$ cat src/design/assert_macros.svh
// Assertion macros for the rational reduce block.
// Active in simulation; empty when SYNTH is defined.
`ifndef ASSERT_MACROS_SVH
`define ASSERT_MACROS_SVH
`ifndef SYNTH
`define AST_IMPLIES(lbl, clk, rst_n, a, c) \
    lbl: assert property (@(posedge clk) disable iff (!rst_n) (a) |-> (c)) else $error("fail");
`define AST_NEXT(lbl, clk, rst_n, a, c) \
    lbl: assert property (@(posedge clk) disable iff (!rst_n) (a) |=> (c)) else $error("fail");
`else
`define AST_IMPLIES(lbl, clk, rst_n, a, c)
`define AST_NEXT(lbl, clk, rst_n, a, c)
`endif
`endif

$ cat src/design/rar_pkg.sv
// Package for the rational reduce block: widths, op codes, back-end state type.
// No dependencies.
`timescale 1ns / 1ps
`default_nettype none
package rar_pkg;
    localparam int OperandWidth = 16;
    localparam int ResWidth     = 33;
    localparam logic [1:0] OP_ADD = 2'd0;
    localparam logic [1:0] OP_SUB = 2'd1;
    localparam logic [1:0] OP_MUL = 2'd2;
    localparam logic [1:0] OP_DIV = 2'd3;
    typedef enum logic [2:0] {
        t_ST_IDLE, t_ST_MUL, t_ST_SUM, t_ST_GCD, t_ST_DIV, t_ST_OUT
    } t_state;
endpackage
`default_nettype wire

$ cat src/design/rar_front.sv
// Front end: accepts requests, splits operands to sign/magnitude and picks
// the two cross-product operand pairs per op. Uses rar_pkg.
`timescale 1ns / 1ps
`default_nettype none
module rar_front #(
    parameter int OW = rar_pkg::OperandWidth
) (
    input  wire logic          i_clk,
    input  wire logic          i_rst_n,
    input  wire logic          i_valid,
    output logic               o_stall,
    input  wire logic [1:0]    i_func,
    input  wire logic [OW-1:0] i_a_num,
    input  wire logic [OW-1:0] i_a_den,
    input  wire logic [OW-1:0] i_b_num,
    input  wire logic [OW-1:0] i_b_den,
    output logic               o_q_valid,
    input  wire logic          i_q_stall,
    output logic [4*OW+5:0]    o_q_data
);
    // one-entry queue; each operand stored as sign + magnitude (OW bits)
    logic             r_full;
    logic [4*OW+5:0]  r_data;
    logic [4*OW+5:0]  n_data;
    logic [OW:0] m_an, m_ad, m_bn, m_bd;

    function automatic logic [OW:0] smag(input logic [OW-1:0] v);
        logic [OW-1:0] m;
        m = v[OW-1] ? (~v + 1'b1) : v;
        return {v[OW-1], m};
    endfunction

    assign o_stall = r_full;
    // classify: reorder so pair0=(x,y) feeds num term, pair1 feeds den (mul/div) or the second num term (add/sub)
    always_comb begin
        m_an = smag(i_a_num);
        m_ad = smag(i_a_den);
        m_bn = smag(i_b_num);
        m_bd = smag(i_b_den);
        case (i_func)
            rar_pkg::OP_MUL: n_data = {i_func, m_an, m_bn, m_ad, m_bd};
            rar_pkg::OP_DIV: n_data = {i_func, m_an, m_bd, m_ad, m_bn};
            default:         n_data = {i_func, m_an, m_bd, m_ad, m_bn};
        endcase
    end

    always_ff @(posedge i_clk) begin
        if (!i_rst_n) begin
            r_full <= 1'b0;
        end else if (i_valid && !r_full) begin
            r_full <= 1'b1;
        end else if (r_full && !i_q_stall) begin
            r_full <= 1'b0;
        end
        if (i_valid && !r_full) begin
            r_data <= n_data;
        end
    end
    assign o_q_valid = r_full;
    assign o_q_data  = r_data;
endmodule
`default_nettype wire

$ cat src/design/rar_back.sv
// Back end: products, sum, binary gcd, restoring division, result register.
// Uses rar_pkg.
`timescale 1ns / 1ps
`default_nettype none
module rar_back #(
    parameter int OW = rar_pkg::OperandWidth
) (
    input  wire logic                            i_clk,
    input  wire logic                            i_rst_n,
    input  wire logic                            i_q_valid,
    output logic                                 o_q_stall,
    input  wire logic [4*OW+5:0]                 i_q_data,
    output logic                                 o_valid,
    input  wire logic                            i_stall,
    output logic signed [rar_pkg::ResWidth-1:0]  o_res_num,
    output logic signed [rar_pkg::ResWidth-1:0]  o_res_den,
    output logic                                 o_zero_den_error,
    output logic                                 o_busy
);
    localparam int MW = 2*OW + 1;            // magnitude width of sums
    localparam int CW = $clog2(MW + 1);
    localparam int SW = $clog2(MW + 1) + 1;  // shift counter
    // width for two's complement conversion, never narrower than the result
    localparam int TW = (MW + 1 > rar_pkg::ResWidth) ? MW + 1 : rar_pkg::ResWidth;

    rar_pkg::t_state r_st, n_st;
    logic [1:0]    r_op;
    logic [OW:0]   r_x0, r_y0, r_x1, r_y1;
    logic [MW-1:0] r_p, r_q, r_d;            // magnitudes
    logic          r_ps, r_qs, r_ds;
    logic [MW-1:0] r_n;                      // numerator magnitude
    logic          r_ns;
    logic [MW-1:0] r_gu, r_gv;               // gcd working values
    logic [SW-1:0] r_gk;
    logic [MW-1:0] r_g;
    logic          r_dsel;                   // 0: dividing num, 1: den
    logic [MW-1:0] r_quo, r_rem;
    logic [CW-1:0] r_cnt;
    logic signed [rar_pkg::ResWidth-1:0] r_rn, r_rd;
    logic          r_err;

    // next-state logic
    always_comb begin
        n_st = r_st;
        case (r_st)
            rar_pkg::t_ST_IDLE: if (i_q_valid) n_st = rar_pkg::t_ST_MUL;
            rar_pkg::t_ST_MUL:  n_st = rar_pkg::t_ST_SUM;
            rar_pkg::t_ST_SUM:  n_st = rar_pkg::t_ST_GCD;
            rar_pkg::t_ST_GCD: begin
                if (r_err || r_n == '0) n_st = rar_pkg::t_ST_OUT;
                else if (r_gv == '0) n_st = rar_pkg::t_ST_DIV;
            end
            rar_pkg::t_ST_DIV:
                if (r_dsel && r_cnt == CW'(MW - 1)) n_st = rar_pkg::t_ST_OUT;
            rar_pkg::t_ST_OUT:  if (!i_stall) n_st = rar_pkg::t_ST_IDLE;
            default:            n_st = rar_pkg::t_ST_IDLE;
        endcase
    end

    // outputs
    always_comb begin
        o_q_stall        = (r_st != rar_pkg::t_ST_IDLE);
        o_valid          = (r_st == rar_pkg::t_ST_OUT);
        o_res_num        = r_rn;
        o_res_den        = r_rd;
        o_zero_den_error = r_err;
        o_busy           = (r_st != rar_pkg::t_ST_IDLE);
    end

    logic [MW-1:0] w_sum, w_diff, w_rdiff, w_tu, w_dv, w_sh;
    logic          w_sub_q;
    logic [MW-1:0] w_gmag;
    always_comb begin
        w_sub_q = (r_op == rar_pkg::OP_SUB) ? ~r_qs : r_qs;
        w_sum   = r_p + r_q;
        w_diff  = r_p - r_q;
        w_rdiff = r_q - r_p;
        // binary gcd step: halve u when it is even
        w_tu = r_gu;
        if (r_gu[0] == 1'b0) w_tu = r_gu >> 1;
        w_dv    = r_dsel ? r_d : r_n;
        w_sh    = {r_rem[MW-2:0], w_dv[CW'(MW - 1) - r_cnt]};
        w_gmag  = r_g;
    end

    function automatic logic [rar_pkg::ResWidth-1:0] tw(input logic s,
                                                        input logic [MW-1:0] m);
        logic [TW-1:0] v;
        v = s ? (~TW'(m) + 1'b1) : TW'(m);
        return v[rar_pkg::ResWidth-1:0];
    endfunction

    always_ff @(posedge i_clk) begin
        if (!i_rst_n) begin
            r_st <= rar_pkg::t_ST_IDLE;
        end else begin
            r_st <= n_st;
        end
        case (r_st)
            rar_pkg::t_ST_IDLE: begin
                {r_op, r_x0, r_y0, r_x1, r_y1} <= i_q_data;
            end
            rar_pkg::t_ST_MUL: begin
                // p = x0*y0, q = ad*bn (for add/sub), d = x1*y1 or den product
                r_p  <= MW'(r_x0[OW-1:0] * r_y0[OW-1:0]);
                r_ps <= r_x0[OW] ^ r_y0[OW];
                if (r_op == rar_pkg::OP_ADD || r_op == rar_pkg::OP_SUB) begin
                    // x1=ad, y1=bn: q = ad*bn, d = ad*bd
                    r_q  <= MW'(r_x1[OW-1:0] * r_y1[OW-1:0]);
                    r_qs <= r_x1[OW] ^ r_y1[OW];
                    r_d  <= MW'(r_x1[OW-1:0] * r_y0[OW-1:0]);
                    r_ds <= r_x1[OW] ^ r_y0[OW];
                end else begin
                    r_q  <= '0;
                    r_qs <= 1'b0;
                    r_d  <= MW'(r_x1[OW-1:0] * r_y1[OW-1:0]);
                    r_ds <= r_x1[OW] ^ r_y1[OW];
                end
            end
            rar_pkg::t_ST_SUM: begin
                // zero magnitude counts as positive
                if (r_ps == w_sub_q || r_q == '0 || r_p == '0) begin
                    r_n  <= w_sum;
                    r_ns <= (r_p == '0) ? (w_sub_q && r_q != '0) : r_ps;
                end else if (r_p >= r_q) begin
                    r_n  <= w_diff;
                    r_ns <= r_ps && (w_diff != '0);
                end else begin
                    r_n  <= w_rdiff;
                    r_ns <= w_sub_q;
                end
                r_err <= (r_d == '0);
                r_gu  <= (r_p == '0 && r_q == '0) ? '0
                       : ((r_ps == w_sub_q || r_q == '0 || r_p == '0) ? w_sum
                       : ((r_p >= r_q) ? w_diff : w_rdiff));
                r_gv  <= r_d;
                r_gk  <= '0;
            end
            rar_pkg::t_ST_GCD: begin
                // binary gcd: strip common twos, then subtract-and-shift
                if (r_gv != '0 && r_gu != '0) begin
                    if (r_gu[0] == 1'b0 && r_gv[0] == 1'b0) begin
                        r_gu <= r_gu >> 1;
                        r_gv <= r_gv >> 1;
                        r_gk <= r_gk + 1'b1;
                    end else if (r_gu[0] == 1'b0) begin
                        r_gu <= w_tu;
                    end else if (r_gv[0] == 1'b0) begin
                        r_gv <= r_gv >> 1;
                    end else if (r_gu >= r_gv) begin
                        r_gu <= (r_gu - r_gv) >> 1;
                    end else begin
                        r_gv <= (r_gv - r_gu) >> 1;
                    end
                end else if (r_gv == '0) begin
                    r_g <= r_gu << r_gk;
                end
                r_dsel <= 1'b0;
                r_cnt  <= '0;
                r_rem  <= '0;
                r_quo  <= '0;
                if (r_gu == '0) begin
                    r_gu <= r_gv;
                    r_gv <= '0;
                end
                if (r_err) begin
                    r_rn <= '0; r_rd <= '0;
                end else if (r_n == '0) begin
                    r_rn <= '0; r_rd <= rar_pkg::ResWidth'(1);
                end
            end
            rar_pkg::t_ST_DIV: begin
                // restoring division, one quotient bit per cycle
                if (w_sh >= w_gmag) begin
                    r_rem <= w_sh - w_gmag;
                    r_quo <= {r_quo[MW-2:0], 1'b1};
                end else begin
                    r_rem <= w_sh;
                    r_quo <= {r_quo[MW-2:0], 1'b0};
                end
                if (r_cnt == CW'(MW - 1)) begin
                    r_cnt <= '0;
                    r_rem <= '0;
                    r_quo <= '0;
                    if (!r_dsel) begin
                        r_rn <= tw(r_ns, {r_quo[MW-2:0], (w_sh >= w_gmag)});
                    end else begin
                        r_rd <= tw(r_ds && r_d != '0,
                                   {r_quo[MW-2:0], (w_sh >= w_gmag)});
                    end
                    r_dsel <= 1'b1;
                end else begin
                    r_cnt <= r_cnt + 1'b1;
                end
            end
            default: ;
        endcase
    end
endmodule
`default_nettype wire

$ cat src/design/rational_arith_reduce.sv
// Top level of the rational reduce block: front end, queue, back end.
// Depends on rar_pkg, rar_front, rar_back and assert_macros.svh.
// Flow: front register, then back-end states MUL, SUM, GCD, DIV (numerator, then
// denominator) and OUT; zero or error results skip DIV and go from GCD to OUT.
// Throughput: one request per back-end pass; front queues one request.
// Reset: synchronous active-low i_rst_n clears all control state.
`timescale 1ns / 1ps
`default_nettype none
`include "assert_macros.svh"
module rational_arith_reduce #(
    parameter int OPERAND_WIDTH = rar_pkg::OperandWidth
) (
    input  wire logic                      i_clk,
    input  wire logic                      i_rst_n,
    input  wire logic                      i_valid,
    output logic                           o_stall,
    input  wire logic [1:0]                i_func,
    input  wire logic [OPERAND_WIDTH-1:0]  i_a_num,
    input  wire logic [OPERAND_WIDTH-1:0]  i_a_den,
    input  wire logic [OPERAND_WIDTH-1:0]  i_b_num,
    input  wire logic [OPERAND_WIDTH-1:0]  i_b_den,
    output logic                           o_valid,
    input  wire logic                      i_stall,
    output logic signed [rar_pkg::ResWidth-1:0] o_res_num,
    output logic signed [rar_pkg::ResWidth-1:0] o_res_den,
    output logic                           o_zero_den_error
);
    logic                        w_qv, w_qs, w_busy;
    logic [4*OPERAND_WIDTH+5:0]  w_qd;
    logic                        w_zero_out;

    rar_front #(.OW(OPERAND_WIDTH)) u_front (
        .i_clk, .i_rst_n, .i_valid, .o_stall,
        .i_func, .i_a_num, .i_a_den, .i_b_num, .i_b_den,
        .o_q_valid(w_qv), .i_q_stall(w_qs), .o_q_data(w_qd)
    );
    rar_back #(.OW(OPERAND_WIDTH)) u_back (
        .i_clk, .i_rst_n, .i_q_valid(w_qv), .o_q_stall(w_qs), .i_q_data(w_qd),
        .o_valid, .i_stall, .o_res_num, .o_res_den, .o_zero_den_error,
        .o_busy(w_busy)
    );

    // both result fields zero
    assign w_zero_out = (o_res_num == '0) && (o_res_den == '0);

    `AST_IMPLIES(a_err_zero, i_clk, i_rst_n, o_valid && o_zero_den_error, w_zero_out)
    `AST_IMPLIES(a_valid_busy, i_clk, i_rst_n, o_valid, w_busy)
    `AST_NEXT(a_hold, i_clk, i_rst_n, o_valid && i_stall, o_valid && $stable(o_res_num))
endmodule
`default_nettype wire

$ cat config.mk
export PLATFORM = sky130hd
export DESIGN_NAME = rational_arith_reduce
export DESIGN_NICKNAME = d
export VERILOG_FILES = /design/src/design/rar_pkg.sv /design/src/design/rar_front.sv /design/src/design/rar_back.sv /design/src/design/rational_arith_reduce.sv
export VERILOG_INCLUDE_DIRS = /design/src /design/src/design
export SDC_FILE = /design/constraint.sdc
export NUM_CORES = 2
export LEC_CHECK = 0
export BUFFER_PORTS_ARGS = -buffer_cell sky130_fd_sc_hd__buf_2
export CAP_MARGIN = 30
export CORE_ASPECT_RATIO = 1.4
export CORE_MARGIN = 3
export CORE_UTILIZATION = 45
export CTS_CLUSTER_DIAMETER = 150
export DETAILED_ROUTE_END_ITERATION = 16
export GPL_TIMING_DRIVEN = 0
export PLACE_DENSITY = 0.59
export SLEW_MARGIN = 25
export SYNTH_ARGS = -nofsm -noshare
export SYNTH_HDL_FRONTEND = slang
export SYNTH_SLANG_ARGS = --single-unit
$ cat constraint.sdc
create_clock -name i_clk -period 25.3 [get_ports i_clk]
set_input_delay 5.06 -clock i_clk [delete_from_list [all_inputs] [get_ports i_clk]]
set_output_delay 5.06 -clock i_clk [all_outputs]
set_load 0.01 [all_outputs]
==> results.md <==
- Hold endpoint: u_back.r_x0[9]
- Hold Crit Start: u_front.o_q_data[60]
- Crit path DAT: 10.11 ns
- Sink Count: 520
- Fin nets: 7882
- Reg-to-reg endpoint: u_back.o_res_num[32]
- Minimum clock period: 9.645 ns
- CP required: 25.76 ns
- Via Count: 49030
- Fraction of layout cells with a size suffix above 1: 0.05964
- R2r worst-path depth: 31
- Outcome: finished clean
- FMAX: 103.7 MHz
- Mapped Nets: 7642
- Drt drc: 0
- Yosys warns: 0
- Total CTS buffers: 56
- Starting DRC count in detailed routing: 3492
- Worst setup SP type: register
- Reg area: 0.01557 sq mm
- Kind of critical path: register to register
- Largest area contributor in the netlist: edfxtp_1
- Total GRT Usage: 0.3151
- Avg Cell Area, Syn: 9.342 sq um
- Setup_tns: 0 ns
- Post-CTS setup buffer count: 0
- IO Port Bufs: 138
- Asr flop ratio synth: 0
- Slew of the pin with the lowest slew margin: 1.067 ns
- Finish-stage setup viols: 0
- First-pass DRT Iterations: 8
- Final hold vios: 0
- Final Cycle Share: 0.3812
- Pin count of the biggest net entering global routing: 43
- Area of the multi-input gates: 0.04026 sq mm
- Sequential area share after synthesis: 0.2577
- Avg WL per Cell: 25.69 microns
- Crit Path Max Fanout: 10
- Initial antenna violation count: 3
- Post-DRT Antenna Nets: 0
- Slowest stage delay, CP: 0.68 ns
- First-pass GRT wire length: 322.7 mm
- Reg2reg setup slack: 15.65 ns
- Syn Inst Count: 6469
- IO Pins: 139
- CTS H-Tree Depth: 2
- Worst R2R Start: u_back.r_cnt[0]
- RSZ-0062 raised after global routing: no
- RD Place Congestion: 1.014
- Slew Limit Fails: 0
- Final HPWL DP: 179.4 mm
- Post_cts resized: 0
- Post-synth cell types: 93
- Total die area: 0.1388 sq mm
- DR vias/cell: 5.755
- Post-Route Skew: 0.07862 ns
- Final core occ: 0.4963
- Gr ovfl total: 0
- Top FF cell, synth: edfxtp_1
- Die extent in x: 315.7 microns
- Routed WL: 218.9 mm
- FILL cells: 12810
- Top post-synthesis cells by area: edfxtp_1 (26%), fa_1 (19%), ha_1 (11%), inv_1 (5.7%), nand2_1 (4.4%)
- Clock Tree Buf Depth: 3
- Mapped cell area: 0.06044 sq mm
- Vias in the first global route: 50820
- CTS clk-pin slew, worst paths: 0.07 ns
- Top-area cell type share of the netlist area: 0.2564
- Hold Crit Depth: 0
- CTS tree: yes
- CP max stage cell: a311oi_1
- Crit. End Element: register
- Worst slew margin: 0.2864
- Worst-Skew Late Latency: 0.74 ns
- Worst Setup SP: u_back.r_cnt[0]
- Synth-to-Final Area Change: 9.089%
- Core area: 0.1328 sq mm
- Max Cap Viol: 0
- Register bit total from synthesis: 520
- EDFF count, synth: 516
- Die H: 439.6 microns
- Clock Tree Root: clkbuf_16
- # rows: 158
- Post-CTS Hold Buffers: 0
- Min-Delay Path Class: register to register
- Initial Util: 0.4549
==> worst max-delay path by stage <==
stage	to	slack [ns]	cells after the start
2_1_floorplan	u_front.o_q_data[0]	16.66	1
3_3_place_gp	u_back.r_p[17]	13.48	2
3_5_place_dp	u_back.o_res_num[32]	15.54	31
4_1_cts	u_back.o_res_num[32]	15.50	31
5_1_grt	u_back.o_res_num[30]	14.89	31
6_report	u_back.o_res_num[32]	15.65	31
==> cell type report <==
type | count | area share
multi-input cells | 4693 | 0.6107
flip-flops and latches | 520 | 0.2362
inverters | 924 | 0.05261
well taps | 1760 | 0.03340
clock buffers | 59 | 0.02143
plain buffers | 332 | 0.01943
repair buffers | 182 | 0.01769
clock inverters | 47 | 0.008407
diodes | 3 | 0.0001139
==> routing by layer <==
layer  wire, microns  track usage  up-vias
met3           11020      0.04185      659
met2          110400       0.5674     1845
met1           75790       0.3296    24280
met5              40            0        -
li1                -            -    22240
met4           21630       0.2453        6
==> worst max-delay path, delay by kind of cell (launching register included) <==
kind                     cells  cell delay [ns]
AO/OA/AOI/OAI                8             2.52
buffers and inverters        6             2.04
adder cells (fa/ha/maj)      3             0.93
XOR/XNOR                     2             0.35
multiplexers                 2             0.98
flip-flops                   1             0.39
AND/OR/NAND/NOR             10             2.14
==> synthesized netlist by cell type, drive strengths merged, types with 154 or more instances <==
library cell	n
nor2	361
and2	405
o21ai	242
edfxtp	516
clkbuf	299
ha	515
xor2	154
nand2	715
inv	922
xnor2	190
a21oi	322
fa	588
==> flip-flops by register name (all words and copies together) (netlist names), 7 cells and up <==
register,count
u_back.o_res_den,33
u_back.r_x1,17
u_back.r_d,32
u_back.r_quo,32
u_back.r_g,33
u_back.r_gk,7
u_back.r_p,32
u_back.r_n,33
u_back.r_q,32
u_back.r_rem,32
u_back.r_gu,33
u_back.r_x0,17
u_back.o_res_num,33
u_back.r_y1,17
u_front.o_q_data,70
u_back.r_y0,17
u_back.r_gv,32
==> cells by family (layout without fill, tap and decap cells) <==
group,Yosys count,after routing,share of synthesized area
adders and majority gates,1103,1103,0.3014
muxes,110,110,0.02627
AOI/OAI and AO/OA,1205,1205,0.1317
other,0,3,0
and+or+nand+nor,1931,1931,0.1545
buffers and inverters,1256,1544,0.07859
xor gates and xnor gates,344,344,0.04985
DFF,520,520,0.2577
==> placed cells by master (no fill, tap or decap), types with 70 or more instances in the layout <==
cell	Yosys	layout
a21o_1	113	113
a21oi_1	322	320
and2_1	405	405
buf_2	9	149
clkbuf_1	298	301
edfxtp_1	516	516
fa_1	588	588
ha_1	515	515
inv_1	922	922
nand2_1	715	714
nor2_1	361	359
nor4_1	70	70
o21ai_0	240	240
xnor2_1	190	184
xor2_1	154	154
==> per-stage QoR <==
step	cells	hold WS, ns	area (sq um)	setup slack [ns]
CTS	8514	0.4173	65890	15.50
global placement	8367	0.4005	63330	13.48
finish	8520	0.4154	65930	15.65
detailed placement	8408	0.4045	63920	15.54
floorplan	6469	0.4003	60440	16.66
global route	8518	0.4213	65920	14.89
Power is left out: the tool's default activity adds up to more than one toggle a clock period on the data nets, which glitch-free logic cannot reach.
